### src/hw/rtl/brb_pkg.sv
`timescale 1ns / 1ps
`default_nettype none
// ----------------------------------------------------------------------------
// brb_pkg
// Shared constants, action codes and control types of the byte ring buffer.
// ----------------------------------------------------------------------------
package brb_pkg;

  // Buffer geometry. Depth must be a power of two so pointers wrap naturally.
  localparam int unsigned Depth    = 4096;
  localparam int unsigned AddrW    = $clog2(Depth);
  localparam int unsigned LenW     = 13;
  localparam int unsigned ByteW    = 8;
  localparam int unsigned ActW     = 3;
  localparam int unsigned MaxBurst = 64;
  localparam int unsigned BurstW   = $clog2(MaxBurst + 1);

  // Packed widths of the stream payloads.
  localparam int unsigned InDataW  = 24;
  localparam int unsigned OutDataW = 48;

  // Action codes.
  localparam logic [ActW-1:0] ActWrite   = 3'd0;
  localparam logic [ActW-1:0] ActRead    = 3'd1;
  localparam logic [ActW-1:0] ActPeek    = 3'd2;
  localparam logic [ActW-1:0] ActExact   = 3'd3;
  localparam logic [ActW-1:0] ActDiscard = 3'd4;
  localparam logic [ActW-1:0] ActStatus  = 3'd5;

  // Commands from the controller to the datapath.
  typedef struct packed {
    logic latch_in;
    logic exec;
    logic rd_issue;
    logic emit;
  } brb_cmd_t;

  // Status from the datapath to the controller.
  typedef struct packed {
    logic is_burst;
    logic out_free;
    logic last_byte;
  } brb_stat_t;

endpackage
`default_nettype wire

### src/hw/rtl/brb_ctrl.sv
`timescale 1ns / 1ps
`default_nettype none
// ----------------------------------------------------------------------------
// brb_ctrl
// Sequencer that accepts one item, runs its action and streams burst bytes.
// ----------------------------------------------------------------------------
module brb_ctrl (
  input  wire logic               clk_i,
  input  wire logic               rst_ni,
  input  wire logic               s_axis_tvalid,
  output logic                    s_axis_tready,
  input  wire brb_pkg::brb_stat_t stat_i,
  output brb_pkg::brb_cmd_t       cmd_o
);

  localparam logic [1:0] StIdle = 2'd0;
  localparam logic [1:0] StExec = 2'd1;
  localparam logic [1:0] StEmit = 2'd2;

  logic [1:0] state_q;
  logic [1:0] state_d;

  assign s_axis_tready = (state_q == StIdle);

  // Next state and command decode.
  always_comb begin
    state_d        = state_q;
    cmd_o          = '0;
    cmd_o.latch_in = 1'b0;
    unique case (state_q)
      StIdle: begin
        if (s_axis_tvalid) begin
          cmd_o.latch_in = 1'b1;
          state_d        = StExec;
        end
      end
      StExec: begin
        if (stat_i.out_free) begin
          cmd_o.exec = 1'b1;
          if (stat_i.is_burst) begin
            cmd_o.rd_issue = 1'b1;
            state_d        = StEmit;
          end else begin
            state_d = StIdle;
          end
        end
      end
      StEmit: begin
        if (stat_i.out_free) begin
          cmd_o.emit = 1'b1;
          if (stat_i.last_byte) begin
            state_d = StIdle;
          end else begin
            cmd_o.rd_issue = 1'b1;
          end
        end
      end
      default: begin
        state_d = StIdle;
      end
    endcase
  end

  always_ff @(posedge clk_i or negedge rst_ni) begin
    if (!rst_ni) begin
      state_q <= StIdle;
    end else begin
      state_q <= state_d;
    end
  end

`ifndef SYNTHESIS
  // A result is only pushed into the output register when it has room.
  assert property (@(posedge clk_i) disable iff (!rst_ni)
    (cmd_o.exec || cmd_o.emit) |-> stat_i.out_free)
    else $error("brb_ctrl: result loaded into a full output register");

  // A burst always begins with a read of its first byte.
  assert property (@(posedge clk_i) disable iff (!rst_ni)
    (state_q == StEmit && $past(state_q) == StExec) |-> $past(cmd_o.rd_issue))
    else $error("brb_ctrl: burst entered without a first read");
`endif

endmodule
`default_nettype wire

### config.mk
export PLATFORM = sky130hd
export DESIGN_NAME = brb_ctrl
export DESIGN_NICKNAME = d
export VERILOG_FILES = /design/src/hw/rtl/brb_pkg.sv /design/src/hw/rtl/brb_ctrl.sv
export SDC_FILE = /design/constraint.sdc
export NUM_CORES = 1
export LEC_CHECK = 0
export BUFFER_PORTS_ARGS = -buffer_cell sky130_fd_sc_hd__buf_2
export CAP_MARGIN = 15
export CORE_AREA = 2 2 39 41
export DETAILED_ROUTE_END_ITERATION = 10
export DIE_AREA = 0 0 41 43
export PLACE_DENSITY = 0.34
export SYNTH_ARGS = -nofsm -noshare
export SYNTH_HDL_FRONTEND = slang
export SYNTH_SLANG_ARGS = --single-unit
### constraint.sdc
create_clock -name clk_i -period 2.8 [get_ports clk_i]
set_input_delay 0.56 -clock clk_i [delete_from_list [all_inputs] [get_ports clk_i]]
set_output_delay 0.56 -clock clk_i [all_outputs]
set_load 0.005 [all_outputs]
==> results.json <==
{
  "tns_ps": 0,
  "regToRegEndpoint": "state_q[0]",
  "hold_path.class": "in -> async",
  "coreArea_sq_mm": 0.00138,
  "yosysWarnings": 0,
  "grt_pass1_vias": 166,
  "vias": 168,
  "drive_gt1_frac": 0.531,
  "finalHoldViolCount": 0,
  "io_pins": 11,
  "dp_slack_ps": 1140,
  "max_freq_ghz": 0.539,
  "drc": 0,
  "h-tree-depth": 1,
  "dieHeight_um": 43,
  "post_cts_resized": 0,
  "grt_pass1_wl_um": 690,
  "yosysSeqAreaShare": 0.265,
  "drv_slew": 0,
  "worst_ep_required_time_ps": 2240,
  "reg_top3": "state_q (2)",
  "cellPowerDensity_mw_per_mm2": 916,
  "fp.dieW_um": 41,
  "avgSynthCellArea_sq_um": 9.94,
  "grt_usage": 0.0622,
  "rrSetupSlack_ps": 1370,
  "hpwlAfterDp_um": 353,
  "wl_per_cell_um": 8.81,
  "crit_fanout": 3,
  "maxCapViolations": 0,
  "syn-cell-area_sq_um": 189,
  "gp_congestion": 0.620,
  "numClockSinks": 2,
  "syn_inst": 19,
  "final_net_count": 43,
  "postCtsSetupBuffers": 0,
  "startpoint": "state_q[0]",
  "io_buffers": 10,
  "largest_reg_flops": 2,
  "num_rows": 14,
  "skew_ps": 4.15,
  "clockBufferDepth": 2,
  "ys_top_cells_by_area": "dfrtp_1, ha_1, and2_1, mux2_4, o21bai_2",
  "reg2reg_depth": 5,
  "synth_area_leader_cell": "dfrtp_1",
  "vdd_drop_max_uv": 336,
  "clk_latency_ps": 220,
  "end_kind": "output pin",
  "tightest_slew_ps": 145,
  "synth_top_cell_area_share": 0.265,
  "diodes": 0,
  "synth_seq_cells": 2,
  "startpoint_type": "register",
  "finalSetupViolations": 0,
  "numCtsBuffers": 3,
  "overflow": 0,
  "arrival_ps": 1290,
  "r2r_start": "state_q[0]",
  "setup_slack_ps": 946,
  "p_leak_nw": 0.156,
  "rsz0062_at_grt": "false",
  "syn_to_final_growth_pct": 49.0,
  "setup.worst_path.class": "reg -> out",
  "drt_iter0_drc": 0,
  "final_common_cell": "buf_2",
  "grt_start_max_net_pins": 5,
  "largest-register": "state_q",
  "avgViaCountPerCell": 3.50,
  "status": "completed",
  "ctsRootBufferMaster": "clkbuf_4",
  "antenna_found_initial": 0,
  "period_needed_ps": 1850,
  "period_share": 0.662,
  "relSlewSlack": 0.900,
  "ant_nets": 0,
  "clk_pin_slew_ps": 30,
  "layout_common_cells": "buf_2, and2_1, ha_1, clkbuf_4",
  "ctsHoldBuffers": 0,
  "initial_utilization": 0.137,
  "cts_tree": "yes",
  "wl_um": 423,
  "synth_cell_types": 12,
  "synth_nets": 28,
  "firstDrtPassIters": 1,
  "crit_end": "cmd_o[1]",
  "dieArea_sq_mm": 0.00176
}
==> area by class of cell <==
type | count | area (sq um)
Sequential cell | 2 | 50.0
Multi-Input combinational cell | 15 | 131
Fill cell | 158 | 1100
Clock buffer | 3 | 22.5
Inverter | 2 | 7.51
Tap cell | 16 | 20.0
Timing Repair Buffer | 10 | 50.0
==> per-stage QoR <==
step	total power, mW	util	std cells	area (sq um)	hold slack (ps)
after floorplan	0.154	-	19	189	264
after global placement	0.195	0.187	45	259	344
after detailed placement	0.199	0.187	45	259	347
after CTS	0.268	0.203	48	282	105
after global routing	0.295	0.203	48	282	100
final	0.258	0.203	48	282	114
==> cells by family (layout without fill, tap and decap cells) <==
logic type | after synthesis | after routing | synth area share
and+or+nand+nor | 8 | 8 | 0.278
adders and majority gates | 3 | 3 | 0.199
AOI/OAI and AO/OA | 2 | 2 | 0.0861
muxes | 2 | 2 | 0.132
DFF | 2 | 2 | 0.265
buffers and inverters | 2 | 15 | 0.0397
==> cells in the mapped netlist (all sizes together) <==
cell type and count:
a21oi 1, and2 3, dfrtp 2, inv 2, o21bai 1, mux2i 1
or2b 1, nand3 1, ha 3, nand2 2, mux2 1, nand2b 1
==> how the worst min path moves through the flow <==
stage,slack (ps),from,to
CTS,100,rst_ni,state_q[0]
global route,100,rst_ni,state_q[0]
floorplan,260,rst_ni,state_q[0]
global placement,340,rst_ni,state_q[1]
detailed placement,350,rst_ni,state_q[0]
finish,110,rst_ni,state_q[0]
==> metal layers <==
metal	routed length (um)	track usage
met5	0	0
met4	0	0.0600
met3	47	0.0157
met2	197	0.0906
met1	178	0.0675
==> worst max-delay path, stage by stage, from the launching register on <==
cell and delay, ps:
dfrtp_1 390, inv_1 90, ha_1 230, nand2b_2 90, a21oi_1 150, buf_2 130
==> power breakdown <==
group          switching [mW]  internal [mW]  leakage, nW
Combinational          0.0674         0.0772        0.117
Sequential            0.00835         0.0418       0.0251
Clock                  0.0160         0.0473       0.0138
(Power assumes the default switching activity.)
